===== src/rtl/i2cm2_pkg.sv =====
// Package for the two-byte I2C write master.
// Holds the phase type, register indexes, reset values and the structs shared
// by the sequencer and the top level. Depends on nothing.
package i2cm2_pkg;

    // Sequencer phases.
    typedef enum logic [2:0] {
        PH_IDLE  = 3'd0,
        PH_START = 3'd1,
        PH_BITS  = 3'd2,
        PH_ACK   = 3'd3,
        PH_STOP  = 3'd4
    } t_phase;

    // Configuration register indexes.
    localparam int unsigned CFG_IDX_W = 3;
    localparam int unsigned CFG_DATA_W = 24;
    localparam logic [CFG_IDX_W-1:0] REG_SLAVE_ADDR  = 3'd0;
    localparam logic [CFG_IDX_W-1:0] REG_FIRST_BYTE  = 3'd1;
    localparam logic [CFG_IDX_W-1:0] REG_SECOND_BYTE = 3'd2;
    localparam logic [CFG_IDX_W-1:0] REG_HALF_PERIOD = 3'd3;
    localparam logic [CFG_IDX_W-1:0] REG_IDLE_TICKS  = 3'd4;

    // Register values after reset.
    localparam logic [6:0]  RST_SLAVE_ADDR  = 7'h4D;
    localparam logic [7:0]  RST_FIRST_BYTE  = 8'd24;
    localparam logic [7:0]  RST_SECOND_BYTE = 8'd11;
    localparam logic [15:0] RST_HALF_PERIOD = 16'd50;
    localparam logic [23:0] RST_IDLE_TICKS  = 24'd2000;

    // Number of data bytes after the address byte.
    localparam logic [1:0] LAST_BYTE_IDX = 2'd2;

    // Current configuration as seen by the sequencer.
    typedef struct packed {
        logic [6:0]  slave_addr;
        logic [7:0]  first_byte;
        logic [7:0]  second_byte;
        logic [15:0] half_period;
        logic [23:0] idle_ticks;
    } t_cfg;

    // Line levels and pulses produced for one tick.
    typedef struct packed {
        logic scl_level;
        logic sda_level;
        logic sda_release;
        logic nack_seen;
        logic transfer_done;
    } t_result;

endpackage


===== src/rtl/i2cm2_seq.sv =====
// Tick sequencer of the two-byte I2C write master.
// Holds the phase, tick, bit and byte state and computes the line levels of
// each tick. Depends on i2cm2_pkg.
module i2cm2_seq #(
    parameter int unsigned COUNTER_WIDTH = 24
) (
    input  logic              i_clk,
    input  logic              i_rst_n,
    input  logic              i_step,
    input  logic              i_sda_in,
    input  i2cm2_pkg::t_cfg   i_cfg,
    output i2cm2_pkg::t_result o_res
);
    import i2cm2_pkg::*;

    localparam int unsigned CW = COUNTER_WIDTH;
    localparam int unsigned CMPW = ((CW > 24) ? CW : 24) + 1;

    t_phase         r_phase, n_phase;
    logic [CW-1:0]  r_tick, n_tick;
    logic [2:0]     r_bit, n_bit;
    logic [1:0]     r_byte, n_byte;
    logic [7:0]     r_shift, n_shift;
    logic           r_clk_hi, n_clk_hi;

    logic [15:0]    half_len;
    logic [CMPW-1:0] tick_plus;
    logic [CMPW-1:0] idle_ext;
    logic [CMPW-1:0] cnt_max;
    logic [CMPW-1:0] idle_lim;
    logic           half_end;
    logic           idle_end;
    logic [CW-1:0]  tick_inc;
    logic [1:0]     byte_inc;

    // Half-bit and idle end detection.
    always_comb begin
        half_len  = (i_cfg.half_period == 16'd0) ? 16'd1 : i_cfg.half_period;
        tick_plus = CMPW'(r_tick) + CMPW'(1);
        idle_ext  = CMPW'(i_cfg.idle_ticks);
        cnt_max   = {{(CMPW-CW){1'b0}}, {CW{1'b1}}};
        idle_lim  = (idle_ext > cnt_max) ? cnt_max : idle_ext;
        half_end  = tick_plus >= CMPW'(half_len);
        idle_end  = tick_plus >= idle_lim;
        tick_inc  = r_tick + CW'(1);
        byte_inc  = r_byte + 2'd1;
    end

    // Next state and line levels.
    always_comb begin
        n_phase  = r_phase;
        n_tick   = r_tick;
        n_bit    = r_bit;
        n_byte   = r_byte;
        n_shift  = r_shift;
        n_clk_hi = r_clk_hi;
        o_res    = '{scl_level: 1'b1, sda_level: 1'b1, sda_release: 1'b0,
                     nack_seen: 1'b0, transfer_done: 1'b0};
        unique case (r_phase)
            PH_START: begin
                o_res.sda_level = 1'b0;
                if (half_end) begin
                    n_shift  = {i_cfg.slave_addr, 1'b0};
                    n_bit    = 3'd0;
                    n_byte   = 2'd0;
                    n_phase  = PH_BITS;
                    n_tick   = '0;
                    n_clk_hi = 1'b0;
                end else begin
                    n_tick = tick_inc;
                end
            end
            PH_BITS: begin
                o_res.scl_level = r_clk_hi;
                o_res.sda_level = r_shift[7];
                if (!half_end) begin
                    n_tick = tick_inc;
                end else if (!r_clk_hi) begin
                    n_clk_hi = 1'b1;
                    n_tick   = '0;
                end else begin
                    n_shift  = {r_shift[6:0], 1'b0};
                    n_tick   = '0;
                    n_clk_hi = 1'b0;
                    if (r_bit == 3'd7) begin
                        n_bit   = 3'd0;
                        n_phase = PH_ACK;
                    end else begin
                        n_bit = r_bit + 3'd1;
                    end
                end
            end
            PH_ACK: begin
                o_res.scl_level   = r_clk_hi;
                o_res.sda_release = 1'b1;
                if (!half_end) begin
                    n_tick = tick_inc;
                end else if (!r_clk_hi) begin
                    n_clk_hi = 1'b1;
                    n_tick   = '0;
                end else if (i_sda_in) begin
                    // No acknowledge: back to idle and retry.
                    o_res.nack_seen = 1'b1;
                    n_phase  = PH_IDLE;
                    n_tick   = '0;
                    n_clk_hi = 1'b1;
                end else if (r_byte >= LAST_BYTE_IDX) begin
                    n_phase  = PH_STOP;
                    n_tick   = '0;
                    n_clk_hi = 1'b0;
                end else begin
                    n_byte   = byte_inc;
                    n_shift  = (byte_inc == 2'd1) ? i_cfg.first_byte : i_cfg.second_byte;
                    n_bit    = 3'd0;
                    n_phase  = PH_BITS;
                    n_tick   = '0;
                    n_clk_hi = 1'b0;
                end
            end
            PH_STOP: begin
                o_res.scl_level = r_clk_hi;
                o_res.sda_level = 1'b0;
                if (!half_end) begin
                    n_tick = tick_inc;
                end else if (!r_clk_hi) begin
                    n_clk_hi = 1'b1;
                    n_tick   = '0;
                end else begin
                    o_res.transfer_done = 1'b1;
                    n_phase  = PH_IDLE;
                    n_tick   = '0;
                    n_clk_hi = 1'b1;
                end
            end
            default: begin
                // Idle wait with both lines high.
                if (idle_end) begin
                    n_phase  = PH_START;
                    n_tick   = '0;
                    n_clk_hi = 1'b1;
                end else begin
                    n_tick = tick_inc;
                end
            end
        endcase
    end

    // State registers advance once per accepted tick.
    always_ff @(posedge i_clk) begin
        if (!i_rst_n) begin
            r_phase  <= PH_IDLE;
            r_tick   <= '0;
            r_bit    <= 3'd0;
            r_byte   <= 2'd0;
            r_shift  <= 8'd0;
            r_clk_hi <= 1'b1;
        end else if (i_step) begin
            r_phase  <= n_phase;
            r_tick   <= n_tick;
            r_bit    <= n_bit;
            r_byte   <= n_byte;
            r_shift  <= n_shift;
            r_clk_hi <= n_clk_hi;
        end
    end

endmodule


===== src/rtl/i2c_master_two_byte_write.sv =====
// Top level of the two-byte I2C write master.
// Holds the configuration registers and the result register around the
// tick sequencer. Depends on i2cm2_pkg and i2cm2_seq.
//
// Usage: each input beat is one timebase tick carrying the sampled SDA level
// (i_sda_in). Every accepted input beat produces exactly one output beat with
// the SCL and SDA levels to drive, the SDA release flag and the one-tick
// NACK and done pulses. The sequencer loops forever: idle wait, start,
// address and write bit, ACK, two data bytes each with an ACK, stop.
// A NACK returns it to the idle wait and the transfer is retried.
// Each output beat is registered in the single result register behind the
// sequencer; throughput is one beat per cycle while the receiver is ready.
// Input ready stays high while the result register is empty or being
// drained, so a stalled receiver holds the input side as well, and nothing
// is lost. Reset (synchronous, active low) restores the register defaults,
// returns the sequencer to the idle wait and empties the result register.
// Configuration writes take effect at once; the address and data bytes are
// loaded when their byte starts. Writes to unknown indexes are dropped.
module i2c_master_two_byte_write #(
    parameter int unsigned COUNTER_WIDTH = 24
) (
    input  logic                                i_clk,
    input  logic                                i_rst_n,
    input  logic                                i_cfg_wr_en,
    input  logic [i2cm2_pkg::CFG_IDX_W-1:0]     i_cfg_index,
    input  logic [i2cm2_pkg::CFG_DATA_W-1:0]    i_cfg_data,
    input  logic                                i_in_valid,
    output logic                                o_in_ready,
    input  logic                                i_sda_in,
    output logic                                o_out_valid,
    input  logic                                i_out_ready,
    output logic                                o_scl_level,
    output logic                                o_sda_level,
    output logic                                o_sda_release,
    output logic                                o_nack_seen,
    output logic                                o_transfer_done
);
    import i2cm2_pkg::*;

    t_cfg    r_cfg;
    t_result seq_res;
    t_result r_res;
    logic    r_out_valid;
    logic    in_accept;

    // Configuration registers.
    always_ff @(posedge i_clk) begin
        if (!i_rst_n) begin
            r_cfg.slave_addr  <= RST_SLAVE_ADDR;
            r_cfg.first_byte  <= RST_FIRST_BYTE;
            r_cfg.second_byte <= RST_SECOND_BYTE;
            r_cfg.half_period <= RST_HALF_PERIOD;
            r_cfg.idle_ticks  <= RST_IDLE_TICKS;
        end else if (i_cfg_wr_en) begin
            case (i_cfg_index)
                REG_SLAVE_ADDR:  r_cfg.slave_addr  <= i_cfg_data[6:0];
                REG_FIRST_BYTE:  r_cfg.first_byte  <= i_cfg_data[7:0];
                REG_SECOND_BYTE: r_cfg.second_byte <= i_cfg_data[7:0];
                REG_HALF_PERIOD: r_cfg.half_period <= i_cfg_data[15:0];
                REG_IDLE_TICKS:  r_cfg.idle_ticks  <= i_cfg_data[23:0];
                default: ;
            endcase
        end
    end

    // Input beat is taken whenever the result register can take its result.
    assign o_in_ready = !r_out_valid || i_out_ready;
    assign in_accept  = i_in_valid && o_in_ready;

    i2cm2_seq #(
        .COUNTER_WIDTH(COUNTER_WIDTH)
    ) u_seq (
        .i_clk    (i_clk),
        .i_rst_n  (i_rst_n),
        .i_step   (in_accept),
        .i_sda_in (i_sda_in),
        .i_cfg    (r_cfg),
        .o_res    (seq_res)
    );

    // Result register.
    always_ff @(posedge i_clk) begin
        if (!i_rst_n) begin
            r_out_valid <= 1'b0;
        end else if (o_in_ready) begin
            r_out_valid <= i_in_valid;
        end
    end

    always_ff @(posedge i_clk) begin
        if (in_accept) begin
            r_res <= seq_res;
        end
    end

    assign o_out_valid     = r_out_valid;
    assign o_scl_level     = r_res.scl_level;
    assign o_sda_level     = r_res.sda_level;
    assign o_sda_release   = r_res.sda_release;
    assign o_nack_seen     = r_res.nack_seen;
    assign o_transfer_done = r_res.transfer_done;

endmodule


===== config.mk =====
export PLATFORM = sky130hd
export DESIGN_NAME = i2c_master_two_byte_write
export DESIGN_NICKNAME = d
export VERILOG_FILES = /design/src/rtl/i2cm2_pkg.sv /design/src/rtl/i2cm2_seq.sv /design/src/rtl/i2c_master_two_byte_write.sv
export SDC_FILE = /design/constraint.sdc
export NUM_CORES = 1
export LEC_CHECK = 0
export ABC_AREA = 1
export BUFFER_PORTS_ARGS = -buffer_cell sky130_fd_sc_hd__buf_2
export CORE_ASPECT_RATIO = 0.5
export CORE_MARGIN = 3
export CORE_UTILIZATION = 55
export CTS_BUF_LIST = sky130_fd_sc_hd__clkbuf_8
export DETAILED_ROUTE_END_ITERATION = 16
export PLACE_DENSITY = 0.81
export SLEW_MARGIN = 20
export SYNTH_ARGS = -nofsm -noshare
export SYNTH_HDL_FRONTEND = slang
export SYNTH_SLANG_ARGS = --single-unit

===== constraint.sdc =====
create_clock -name i_clk -period 3.8 [get_ports i_clk]
set_clock_uncertainty 0.15 [all_clocks]
set_input_delay 0.38 -clock i_clk [delete_from_list [all_inputs] [get_ports i_clk]]
set_output_delay 0.38 -clock i_clk [all_outputs]
set_load 0.02 [all_outputs]

Word level (Yosys, flattened, before mapping)
Cells that the tools add are included.
W data, S select, Z words.
{"block": "totals", "reg_bits": 110, "input_bits": 33, "wordCells": 120}
{"block": "classes", "n_addsub": 4, "order_cmp": 3, "n_eq_ne": 20, "mux": 54, "n_reduce_logical": 22}
{"operator": "$mux W24", "n": 3}
{"operator": "$mux W8", "n": 8}
{"operator": "$mux W3", "n": 19}
{"operator": "$add A24 B1 Y25 const B", "n": 1}
{"operator": "$ge A25 B16 Y1", "n": 1}
{"operator": "$ge A25 B24 Y1", "n": 1}
{"operator": "$add A24 B1 Y24 const B", "n": 1}
{"operator": "$pmux W8 S3", "n": 1}
{"operator": "$logic_not A16 Y1", "n": 1}
{"operator": "$mux W16", "n": 1}
{"operator": "$ne A2 B1 Y1 const B", "n": 8}
{"operator": "$eq A3 B2 Y1 const B", "n": 4}
{"operator": "$mux W2", "n": 6}
{"operator": "$pmux W3 S4", "n": 1}
{"operator": "$reduce_and A2 Y1", "n": 6}
{"operator": "$mux W1", "n": 11}
{"operator": "$reduce_and A10 Y1", "n": 1}
{"operator": "$eq A3 B3 Y1 const B", "n": 3}
{"operator": "$pmux W3 S3", "n": 1}
{"operator": "$reduce_and A9 Y1", "n": 1}
{"operator": "$reduce_and A7 Y1", "n": 1}
{"operator": "$eq A3 B1 Y1 const B", "n": 2}
{"operator": "$reduce_and A6 Y1", "n": 1}
{"operator": "$reduce_bool A5 Y1", "n": 1}
{"operator": "18 further kinds", "n": 19}

Longest topological paths before layout
Gate-level depths: netlist of run 1.
{"block": "logic_depth", "depth_word": 8, "mapped_depth": 26, "depth_no_buf": 26}

Modules after synthesis
A second synthesis of run 1 with hierarchy kept.
{"block": "hier_totals", "hier_cells": 999, "area_unflattened_um2": 6703.9}
{"module": "i2cm2_seq", "n_inst": 1, "cells_each": 632, "area_each_um2": 4006.3, "seq_area_each_um2": 820.8}
{"module": "i2c_master_two_byte_write", "n_inst": 1, "cells_each": 367, "area_each_um2": 2697.6, "seq_area_each_um2": 1431.4}

Worst setup path after synthesis of run 1
No wires, ideal clock.
{"block": "synth_path", "path_kind": "reg-to-reg", "from": "register u_seq.r_tick[0]", "to": "register u_seq.r_tick[5]", "setup_ns": 0.071, "t_arrival_ns": 2.949, "slack_ns": 0.631, "path_stages_with_launch": 26, "path_buffers": 1, "cell_sequence": "dfxtp_1 ha_1 nand2_2 nor2_4 nand2_1 xnor2_1 ha_1 a21oi_1 o21a_1 nand3_1 nand2_1 nand3_1 nand2_1 nand2_1 nand2_1 nand2_1 nand2_1 nand2_1 nand2_1 nand2_1 o21ai_2 inv_2 nor2_8 buf_8 nand2_2 a21oi_2"}
{"block": "synth_between", "elab_chain_cells": 4}
{"item": "start, declared", "line": "i2cm2_seq.sv:20", "text": "logic [CW-1:0] r_tick, n_tick;"}
{"item": "start signal, assigned", "line": "i2cm2_seq.sv:159", "text": "r_tick <= n_tick;"}
{"item": "$add A24 B1 Y25", "line": "i2cm2_seq.sv:39", "text": "tick_plus = CMPW'(r_tick) + CMPW'(1);"}
{"item": "$ge A25 B24 Y1 / $ge A25 B16 Y1 (equally long branches)", "line": "i2cm2_seq.sv:44, i2cm2_seq.sv:43"}
{"item": "$mux W24 (on tied branches)", "line": "i2cm2_seq.sv:137, i2cm2_seq.sv:62"}
{"item": "$mux W24 (*)"}
Mark *: on every way between the ends. The rest lies on a longest branch, timed or not.
A chain may end at the register's enable or synchronous reset.

Final worst setup path of run 1
{"block": "layout_path", "from": "register u_seq.r_tick[5]", "to": "register u_seq.r_shift[6]"}
{"block": "layout_between", "elab_chain_cells": 4}
{"item": "$add A24 B1 Y25 (*)", "line": "i2cm2_seq.sv:39"}
{"item": "$ge A25 B16 Y1 (*)", "line": "i2cm2_seq.sv:43", "text": "half_end = tick_plus >= CMPW'(half_len);"}
{"item": "$ne A2 B1 Y1 (no source line)"}
{"item": "$reduce_and A9 Y1 (no source line) (*)"}
{"item": "end signal, assigned", "line": "i2cm2_seq.sv:162", "text": "r_shift <= n_shift;"}
{"item": "end, declared", "line": "i2cm2_seq.sv:23", "text": "logic [7:0] r_shift, n_shift;"}
Marked as above.

==> results of run 1 <==
state kept, by name, summed over array words and instances, names as in the netlist:
register,cells
u_seq.r_tick,24
o_out_valid,1
o_sda_release,1
u_seq.r_byte,2
u_seq.r_phase,3
o_transfer_done,1
u_seq.r_clk_hi,1
o_scl_level,1
o_sda_level,1
u_seq.r_shift,8
r_cfg,63
o_nack_seen,1
u_seq.r_bit,3
placed cells by master (no fill, tap or decap), drive strengths merged:
master,synthesis,layout
o211ai,8,8
a221oi,7,7
a41oi,1,1
edfxtp,5,5
nand3b,2,2
o41ai,1,1
nand4,22,22
and3,1,1
ha,39,39
a21o,1,1
nor3,12,12
clkbuf,21,9
inv,105,110
a31oi,1,1
o21bai,2,2
dfxtp,105,105
xor2,8,8
o21ai,59,59
a21oi,86,86
a211oi,2,2
o21a,1,1
nor2,139,140
nand3,53,53
or2,2,2
clkinv,3,5
nor4,1,1
nand2,253,253
buf,6,53
xnor2,3,3
per-layer routing:
metal | global-route usage (%) | part of all wire [%] | routed length (um) | up-vias
li1 | - | - | - | 3177
met1 | 33.9 | 45 | 7530 | 2882
met2 | 43.6 | 46 | 7640 | 232
met3 | 3.84 | 7.9 | 1320 | 18
met4 | 6.38 | 1.0 | 168 | 0
met5 | 0 | 0 | 0 | -
timing repair:
action / in CTS / in global routing
gates resized for setup: 0 / 12
setup buffers: 0 / 1
setup endpoints to repair: 0 / 34
final cells by class:
cell class | instances | area, um2
Clock buffer | 9 | 124
Clock inverter | 7 | 91.3
Fill cell | 1023 | 4080
Inverter | 108 | 405
Multi-Input combinational cell | 705 | 3750
Sequential cell | 110 | 2250
Tap cell | 159 | 199
Timing Repair Buffer | 53 | 313
critical path: cells and delay by family (launching register included):
| family | cells | cell delay, ns |
|---|---|---|
| xor+xnor | 1 | 0.21 |
| fa+ha+maj | 1 | 0.34 |
| buf+inv | 1 | 0.27 |
| flops | 1 | 0.46 |
| simple gates | 14 | 2.03 |
through the flow:
step	setup TNS, ns	instance area (um2)	total power, mW
final	0	7130	2.58
after global routing	-0.0281	7130	2.72
after CTS	0	7020	2.55
after detailed placement	0	6810	1.81
after global placement	0	6810	1.80
after floorplan	0	6450	1.68
logic make-up (layout without fill, tap and decap cells):
group | count (synthesis) | count (layout)
simple gates | 485 | 486
flops | 110 | 110
fa+ha+maj | 39 | 39
xor+xnor | 11 | 11
buf+inv | 135 | 177
compound gates | 169 | 169
where the power goes:
part / total, mW / switching [mW] / internal (mW)
registers: 1.26 / 0.0330 / 1.22
logic: 0.573 / 0.384 / 0.190
clock network: 0.752 / 0.478 / 0.275
total: 2.58 / 0.894 / 1.69
final timing paths:
| kind | startpoint | end | slack (ns) | cells past startpoint |
|---|---|---|---|---|
| hold / removal | i_cfg_data[8] | r_cfg[8]$_SDFFE_PN1P_ | 0.07 | 3 |
| setup / recovery | u_seq.r_tick[5]$_SDFFE_PN0P_ | u_seq.r_shift[6]$_SDFFE_PN0P_ | 0.26 | 17 |
| setup reg to reg | u_seq.r_tick[5]$_SDFFE_PN0P_ | u_seq.r_shift[6]$_SDFFE_PN0P_ | 0.26 | 17 |
| hold reg to reg | r_cfg[21]$_SDFFE_PN0P_ | r_cfg[21]$_SDFFE_PN0P_ | 0.33 | 2 |
==> metrics.yaml, run 1 <==
status: "complete, no violations"
clock-root-buffer: "clkbuf_8"
synth_top_area_share_pct: 32.6
rows: 27
fin_hold_ws_ns: 0.0728
synth_mux_area_share_pct: 0
firstDrtPassIters: 5
routabilityCongestion: 0.954
slew_violations: 0
setup_violations: 0
synth-xor-area-share_pct: 1.49
ys_warn_count: 0
ys_ff_latch: 110
grt_pass1_wl_mm: 26.9
ys_seq_area_share_pct: 34.9
grt_setup_unrepaired: "true"
htreeDepth: 3
area_growth_pct: 10.6
critPathCaptureType: "flop"
synth_ff_type: "dfxtp_1"
startpoint_type: "flop"
clock_latency_ns: 0.40
antenna_found_initial: 0
synth_top_family_by_area: "simple AND/OR/NAND/NOR gates"
grt_pass1_vias: 5632
clock_path_buffers: 2
finalCritPeriodShare_pct: 93.3
drt_wl_total_mm: 16.7
cpPeakStageDelay_ns: 0.46
synth_most_common_cell: "nand2_1"
viasPerCell: 5.48
drv_cap: 0
tightestPinTransition_ns: 1.06
grt.overflow.total: 0
critical_path_required_ns: 3.94
arrival_ns: 3.69
crit_chain: "nand2_1 -> nor2_1 -> nand2_1 -> nor2_1 -> xor2_2 -> ha_1 -> and3_1 -> nand2_1 -> nor2_1 -> nand3_2 -> nand4_1 -> nand2_1 -> nor2_1 -> buf_4 -> nand3_1 -> nand2_1 -> nor2_1"
wl_per_cell_um: 14.5
post-route-util_pct: 63.6
cts_tree: "done"
die_y_um: 82.6
clock-sinks: 110
p_leak_nw: 3.21
dp_cells: 1133
yosysTopAreaCell: "dfxtp_1"
critPathKind: "reg2reg"
grt_util_all_layers_pct: 25.3
postLayoutSetupSlackWorst_ns: 0.256
ant_nets: 0
core_um2: 11200
initial_utilization_pct: 57.5
netlist_top_cells_count: "nand2_1, nor2_1, dfxtp_1"
cp_max_fo: 22
drc: 0
n_antenna_cell: 0
fin_cells: 1151
drtIter0Drc: 491
ir_drop_v: 0.000218
die-area_um2: 13100
pre_cts_ws_ns: 0.138
relSlewSlack_pct: 28.7
die_w_um: 159
period_needed_ns: 3.54
async_reset_ff_share_pct: 0
synth_nets: 1021
synth_area_um2: 6450
vias: 6309
io_pins: 40
fin_nets: 1059
synth_area_leaders: "dfxtp_1, nand2_1, ha_1, nor2_1, inv_1"
cp_slowest_cell: "dfxtp_1"
hold_viol: 0
grt_max_degree: 79
fmax_mhz: 282
synth_edf_count: 5
synthSimpleGateAreaFrac_pct: 32.7
numPortBuffers: 39
path_clk_slew_ns: 0.12
numCtsBuffers: 9
drive_above_1_share_pct: 12.3
synthAdderAreaFrac_pct: 7.57
synthesis.instances: 949
hp-class: "in2reg"
p_per_area_nw_per_um2: 362
dp_hpwl_mm: 12.2
ys_types: 43
synth.avg_cell_area_um2: 6.79
synth-compound-area-share_pct: 15.0
ctsHoldBuffers: 0
(Power assumes the default switching activity.)
==> run 2, diff against run 1 <==
--- a/config.mk
+++ b/config.mk
@@ -13,4 +13,5 @@
 export CTS_BUF_LIST = sky130_fd_sc_hd__clkbuf_8
 export DETAILED_ROUTE_END_ITERATION = 16
+export GPL_TIMING_DRIVEN = 0
 export PLACE_DENSITY = 0.81
 export SLEW_MARGIN = 20
--- a/constraint.sdc
+++ b/constraint.sdc
@@ -3,3 +3,3 @@
 set_input_delay 0.38 -clock i_clk [delete_from_list [all_inputs] [get_ports i_clk]]
 set_output_delay 0.38 -clock i_clk [all_outputs]
-set_load 0.02 [all_outputs]
+set_load 0.01 [all_outputs]
==> metrics.yaml, run 2 (synthesized netlist as in run 1, its figures left out) <==
p_leak_nw: 3.21  # about the same
cpPeakStageDelay_ns: 0.44  # -0.02 ns
relSlewSlack_pct: 44.5  # +16 points
critPathCaptureType: "flop"
wl_per_cell_um: 14.7  # +1.5%
dp_cells: 1146  # +1.1%
critPathKind: "reg2reg"
path_clk_slew_ns: 0.11  # about the same
ant_nets: 0  # unchanged
n_antenna_cell: 0  # unchanged
grt_util_all_layers_pct: 26.4  # +1.1 points
status: "complete, no violations"
path_common_cell: "nand2_1"
hp-class: "in2reg"
vias: 6453  # +2.3%
area_growth_pct: 11.6
die-area_um2: 13100  # unchanged
dp_hpwl_mm: 13.0  # +7.1%
final_common_cell: "nand2_1"
critical_path_required_ns: 3.89  # -0.05 ns
routabilityCongestion: 0.932  # -2.4%
grt.overflow.total: 0  # unchanged
clock-sinks: 110  # unchanged
grt_max_degree: 21  # -73%
drt_wl_total_mm: 17.2  # +3.0%
cts_tree: "done"
finalPower_mw: 2.53  # -2.2%
drive_above_1_share_pct: 12.4  # +0.10 points
clock-root-buffer: "clkbuf_8"
postLayoutCellArea_um2: 7190  # +0.84%
firstDrtPassIters: 6  # +1
fin_cells: 1167  # +1.4%
die_y_um: 82.6  # unchanged
crit_chain: "ha_2 -> nand2_2 -> nor2_4 -> buf_4 -> nand3_4 -> o21bai_2 -> nand2_1 -> ha_1 -> nand2_1 -> nor4_1 -> nand4_1 -> nor2_1 -> a41oi_1 -> nand2_1 -> o21ai_2 -> inv_2 -> nor2_8 -> buf_8 -> nand2_2 -> a21oi_2"
fin_nets: 1075  # +1.5%
hold_viol: 0  # unchanged
final_cell_mix: "nand2_1, nor2_1, inv_1, dfxtp_1, a21oi_1"
largestRegisters: "r_cfg: 63 flops, u_seq.r_tick: 24 flops, u_seq.r_shift: 8 flops"
core_um2: 11200  # unchanged
tightestPinTransition_ns: 0.826  # -0.237 ns
ir_drop_v: 0.000218  # about the same
io_pins: 40  # unchanged
setup_violations: 0  # unchanged
startpoint_type: "flop"
slew_violations: 0  # unchanged
finalCritPeriodShare_pct: 95.3  # +2.0 points
drv_cap: 0  # unchanged
fmax_mhz: 276  # -2.1%
drtIter0Drc: 582  # +19%
numCtsBuffers: 9  # unchanged
htreeDepth: 3  # unchanged
cp_max_fo: 10  # -55%
numPortBuffers: 38  # -2.6%
period_needed_ns: 3.62  # +0.0765 ns
largest_reg_flops: 63  # unchanged
initial_utilization_pct: 57.5  # unchanged
p_per_area_nw_per_um2: 351  # -3.0%
rows: 27  # unchanged
grt_pass1_vias: 5842  # +3.7%
top_register: "r_cfg"
clock_path_buffers: 2  # unchanged
place_area_um2: 6840  # +0.40%
die_w_um: 159  # unchanged
arrival_ns: 3.71  # +0.02 ns
cp_slowest_cell: "dfxtp_4"
viasPerCell: 5.53  # +0.88%
drc: 0  # unchanged
grt_pass1_wl_mm: 27.7  # +3.0%
clock_latency_ns: 0.39  # about the same
antenna_found_initial: 1  # +1
==> run 2: final timing paths <==
path              slack (ns)                    startpoint                      endpoint  depth (start not counted)
setup / recovery        0.18  u_seq.r_tick[0]$_SDFFE_PN0P_  u_seq.r_tick[9]$_SDFFE_PN0P_                         20
setup reg to reg        0.18  u_seq.r_tick[0]$_SDFFE_PN0P_  u_seq.r_tick[9]$_SDFFE_PN0P_                         20
hold reg to reg         0.32        r_cfg[13]$_SDFFE_PN0P_        r_cfg[13]$_SDFFE_PN0P_                          2
hold / removal          0.08                 i_cfg_data[9]         r_cfg[9]$_SDFFE_PN1P_                          3
==> run 2: layer usage <==
metal	up-vias	GRT usage [%]	wire length (um)	share of wire [%]
met4	2	8.38	431	2.5
met1	2977	34.9	7580	44
met2	227	44.5	7680	45
met5	-	0	12	0.070
li1	3203	-	-	-
met3	44	5.08	1450	8.5
==> run 2: worst max-delay path: cells and delay by family, from the launching register on <==
family | cells | cell delay [ns]
AOI/OAI and AO/OA | 4 | 0.43
adders and majority gates | 2 | 0.56
buffers and inverters | 3 | 0.44
DFF | 1 | 0.44
and+or+nand+nor | 11 | 1.47
==> run 2: cell type report <==
class	count	area, um2
fill	1037	4020
buffer	27	130
clock buffer	9	124
timing repair buffer	43	228
tap	159	199
multi-input combinational	704	3790
sequential	110	2260
inverter	108	405
clock inverter	7	60.1
==> run 2: where the power goes <==
| group | leakage, nW | internal, mW | total, mW | switching [mW] |
|---|---|---|---|---|
| logic | 2.21 | 0.190 | 0.559 | 0.370 |
| clock network | 0.0984 | 0.254 | 0.701 | 0.447 |
| registers | 0.899 | 1.22 | 1.26 | 0.0401 |
==> run 2: what timing repair did <==
item / 4_1_cts / 5_1_grt
pin swaps: 0 / 4
endpoints found under the setup margin: 33 / 40
hold buffers: 0 / 0
buffers inserted: 0 / 5
gates resized for setup: 2 / 22
==> run 2: stage by stage <==
step / setup WS [ns] / setup TNS (ns) / hold WS [ns] / util, %
2_1_floorplan: 0.631 / 0 / 0.279 / -
3_3_place_gp: -0.0814 / -1.31 / 0.289 / 60.9
3_5_place_dp: -0.166 / -2.99 / 0.298 / 60.9
4_1_cts: 0.0274 / 0 / 0.0627 / 62.7
5_1_grt: -0.0249 / -0.0673 / 0.0660 / 64.1
6_report: 0.179 / 0 / 0.0802 / 64.1
==> run 3, diff against run 2 <==
Settings changed: PLACE_DENSITY 0.81 to 0.84, SYNTH_HIERARCHICAL set to 1.
Clock period 3.8 ns to 3.3 ns, I/O delays scaled along.
==> metrics.yaml, run 3 <==
status: "complete, no violations"
hold_viol: 0  # unchanged
area_growth_pct: 13.0
ys_seq_area_share_pct: 33.6  # -1.3 points
wl_per_cell_um: 14.9  # +1.5%
yosysTopAreaCell: "dfxtp_1"
die_w_um: 162  # +1.9%
fin_hold_ws_ns: 0.0142  # -0.0660 ns
vias: 6731  # +4.3%
grt_pass1_wl_mm: 29.9  # +7.8%
async_reset_ff_share_pct: 0  # unchanged
ys_types: 47  # +9.3%
antenna_found_initial: 0  # -1
dp_hpwl_mm: 13.7  # +4.8%
synthesis.instances: 999  # +5.3%
path_clk_slew_ns: 0.12  # about the same
die-area_um2: 13600  # +3.8%
p_leak_nw: 3.59  # +12%
synth_area_leaders: "dfxtp_1, nand2_1, nor2_1, ha_1, inv_1"
fillCellCount: 998  # -3.8%
initial_utilization_pct: 58.7  # +1.2 points
top_register: "r_cfg"
numCtsBuffers: 9  # unchanged
synth_area_um2: 6700  # +4.0%
finalPower_mw: 2.73  # +8.1%
synth_most_common_cell: "nand2_1"
core_um2: 11400  # +1.8%
grt_pass1_vias: 6320  # +8.2%
period_needed_ns: 3.22  # -0.401 ns
synth_edf_count: 5  # unchanged
cp_max_fo: 9  # -1
drc: 0  # unchanged
postLayoutSetupSlackWorst_ns: 0.0804  # -0.0990 ns
viasPerCell: 5.51  # -0.31%
clock_path_buffers: 2  # unchanged
cpPeakStageDelay_ns: 0.42  # -0.02 ns
ys_ff_latch: 110  # unchanged
clock-root-buffer: "clkbuf_8"
fin_nets: 1135  # +5.6%
firstDrtPassIters: 7  # +1
grt.overflow.total: 0  # unchanged
routabilityCongestion: 0.905  # -2.9%
ant_nets: 0  # unchanged
grt_max_degree: 21  # unchanged
netlist_top_cells_count: "nand2_1, nor2_1, inv_1"
critPathKind: "reg2reg"
pre_cts_ws_ns: -0.375  # -0.209 ns
grt_util_all_layers_pct: 26.8  # +0.38 points
largestRegisters: "r_cfg: 63 flops, u_seq/r_tick: 24 flops, u_seq/r_shift: 8 flops"
drv_cap: 0  # unchanged
crit_chain: "ha_4 -> nand2_2 -> nor2_4 -> nand2_4 -> o21ai_4 -> nand2_4 -> ha_1 -> nand2_1 -> nor2_2 -> inv_1 -> nor2_1 -> nand3_1 -> o21ai_1 -> nor2_1 -> nand3_2 -> inv_4 -> nand2_4 -> nand3_4 -> a21oi_2 -> o21ai_0"
ir_drop_v: 0.000250  # +15%
die_y_um: 84.1  # +1.8%
startpoint_type: "flop"
synth_nets: 1077  # +5.5%
synth_ff_type: "dfxtp_1"
fmax_mhz: 311  # +12%
clock_latency_ns: 0.39  # about the same
n_antenna_cell: 0  # unchanged
slew_violations: 0  # unchanged
ys_warn_count: 6  # +6
final_common_cell: "nand2_1"
synth.avg_cell_area_um2: 6.71  # -1.2%
htreeDepth: 3  # unchanged
critical_path_required_ns: 3.43  # -0.46 ns
drtIter0Drc: 635  # +9.1%
io_pins: 40  # unchanged
hp-class: "in2reg"
cts_tree: "done"
tightestPinTransition_ns: 1.18  # +0.352 ns
critPathCaptureType: "flop"
synth_top_area_share_pct: 31.4  # -1.3 points
relSlewSlack_pct: 21.5  # -23 points
setup_violations: 0  # unchanged
numPortBuffers: 38  # unchanged
clock-sinks: 110  # unchanged
largest_reg_flops: 63  # unchanged
cp_slowest_cell: "dfxtp_4"
final_cell_mix: "nand2_1, nor2_1, inv_1"
finalCritPeriodShare_pct: 97.6  # +2.3 points
p_per_area_nw_per_um2: 360  # +2.7%
arrival_ns: 3.35  # -0.36 ns
path_common_cell: "nand2_4"
drive_above_1_share_pct: 15.3  # +2.9 points
drt_wl_total_mm: 18.2  # +6.2%
rows: 27  # unchanged
-- run 3: cell types whose count changed after synthesis, moves of 9 or more --
cell / change
clkbuf_1: -12
nor2_1: +53
nand3_1: +28
o21ai_0: -48
nand4_1: +9
inv_1: +20
a21oi_2: -11
a21oi_1: -27
buf_2: +9
-- run 3: kinds of logic (layout without fill, tap and decap cells) --
kind of cell / count (synthesis) / after routing / synth area share (%)
xor gates and xnor gates: 15 / 15 / 2.07
DFF: 110 / 110 / 33.6
muxes: 7 / 7 / 1.06
adders and majority gates: 45 / 45 / 8.40
AOI/OAI and AO/OA: 83 / 83 / 7.54
and+or+nand+nor: 575 / 575 / 37.4
buffers and inverters: 164 / 227 / 9.95
-- run 3: timing repair --
item | 4_1_cts | 5_1_grt
pin swaps | 0 | 10
endpoints found under the hold margin | 1 | 0
hold buffers | 1 | 0
buffers inserted | 0 | 8
endpoints found under the setup margin | 43 | 29
gates resized for setup | 10 | 58
-- run 3: worst max-delay path, delay by kind of cell, from the launching register on --
kind | cells | cell delay, ns
flops | 1 | 0.42
simple gates | 12 | 1.28
compound gates | 4 | 0.56
fa+ha+maj | 2 | 0.49
buf+inv | 2 | 0.19
-- run 3: final timing paths --
kind | endpoint | slack (ns) | start | cells past startpoint
setup / recovery | u_seq/r_clk_hi$_SDFFE_PN1P_ | 0.08 | u_seq/r_tick[0]$_SDFFE_PN0P_ | 20
hold / removal | r_cfg[7]$_SDFFE_PN1P_ | 0.01 | i_cfg_data[7] | 3
hold reg to reg | r_cfg[58]$_SDFFE_PN1P_ | 0.33 | r_cfg[58]$_SDFFE_PN1P_ | 2
setup reg to reg | u_seq/r_clk_hi$_SDFFE_PN1P_ | 0.08 | u_seq/r_tick[0]$_SDFFE_PN0P_ | 20
-- run 3: final cells by class --
type                       instances  area, um2  share of cell area, %
timing repair buffer              47        260                   3.44
sequential                       110       2290                   30.2
clock inverter                     7       63.8                  0.843
buffer                            32        178                   2.35
multi-input combinational        725       3970                   52.4
clock buffer                       9        124                   1.64
inverter                         132        498                   6.58
tap                              159        199                   2.63
-- run 3: per-stage QoR --
stage	setup TNS (ns)	instance area (um2)	std cells	util, %
finish	0	7570	1221	66.3
global route	-0.247	7570	1221	66.3
CTS	0	7320	1213	64.1
detailed placement	-9.72	7090	1196	62.1
global placement	-7.13	7090	1196	62.1
floorplan	0	6700	999	-
-- run 3: layer usage --
metal  wire length (um)  GRT usage [%]
met4                321           7.04
met1               7930           37.2
met5                  0              0
met3               1730           5.55
met2               8240           42.4
-- run 3: power by group --
| group | internal [mW] | switching (mW) |
|---|---|---|
| Clock | 0.296 | 0.518 |
| Combinational | 0.158 | 0.333 |
| Sequential | 1.38 | 0.0399 |
| Total | 1.84 | 0.892 |
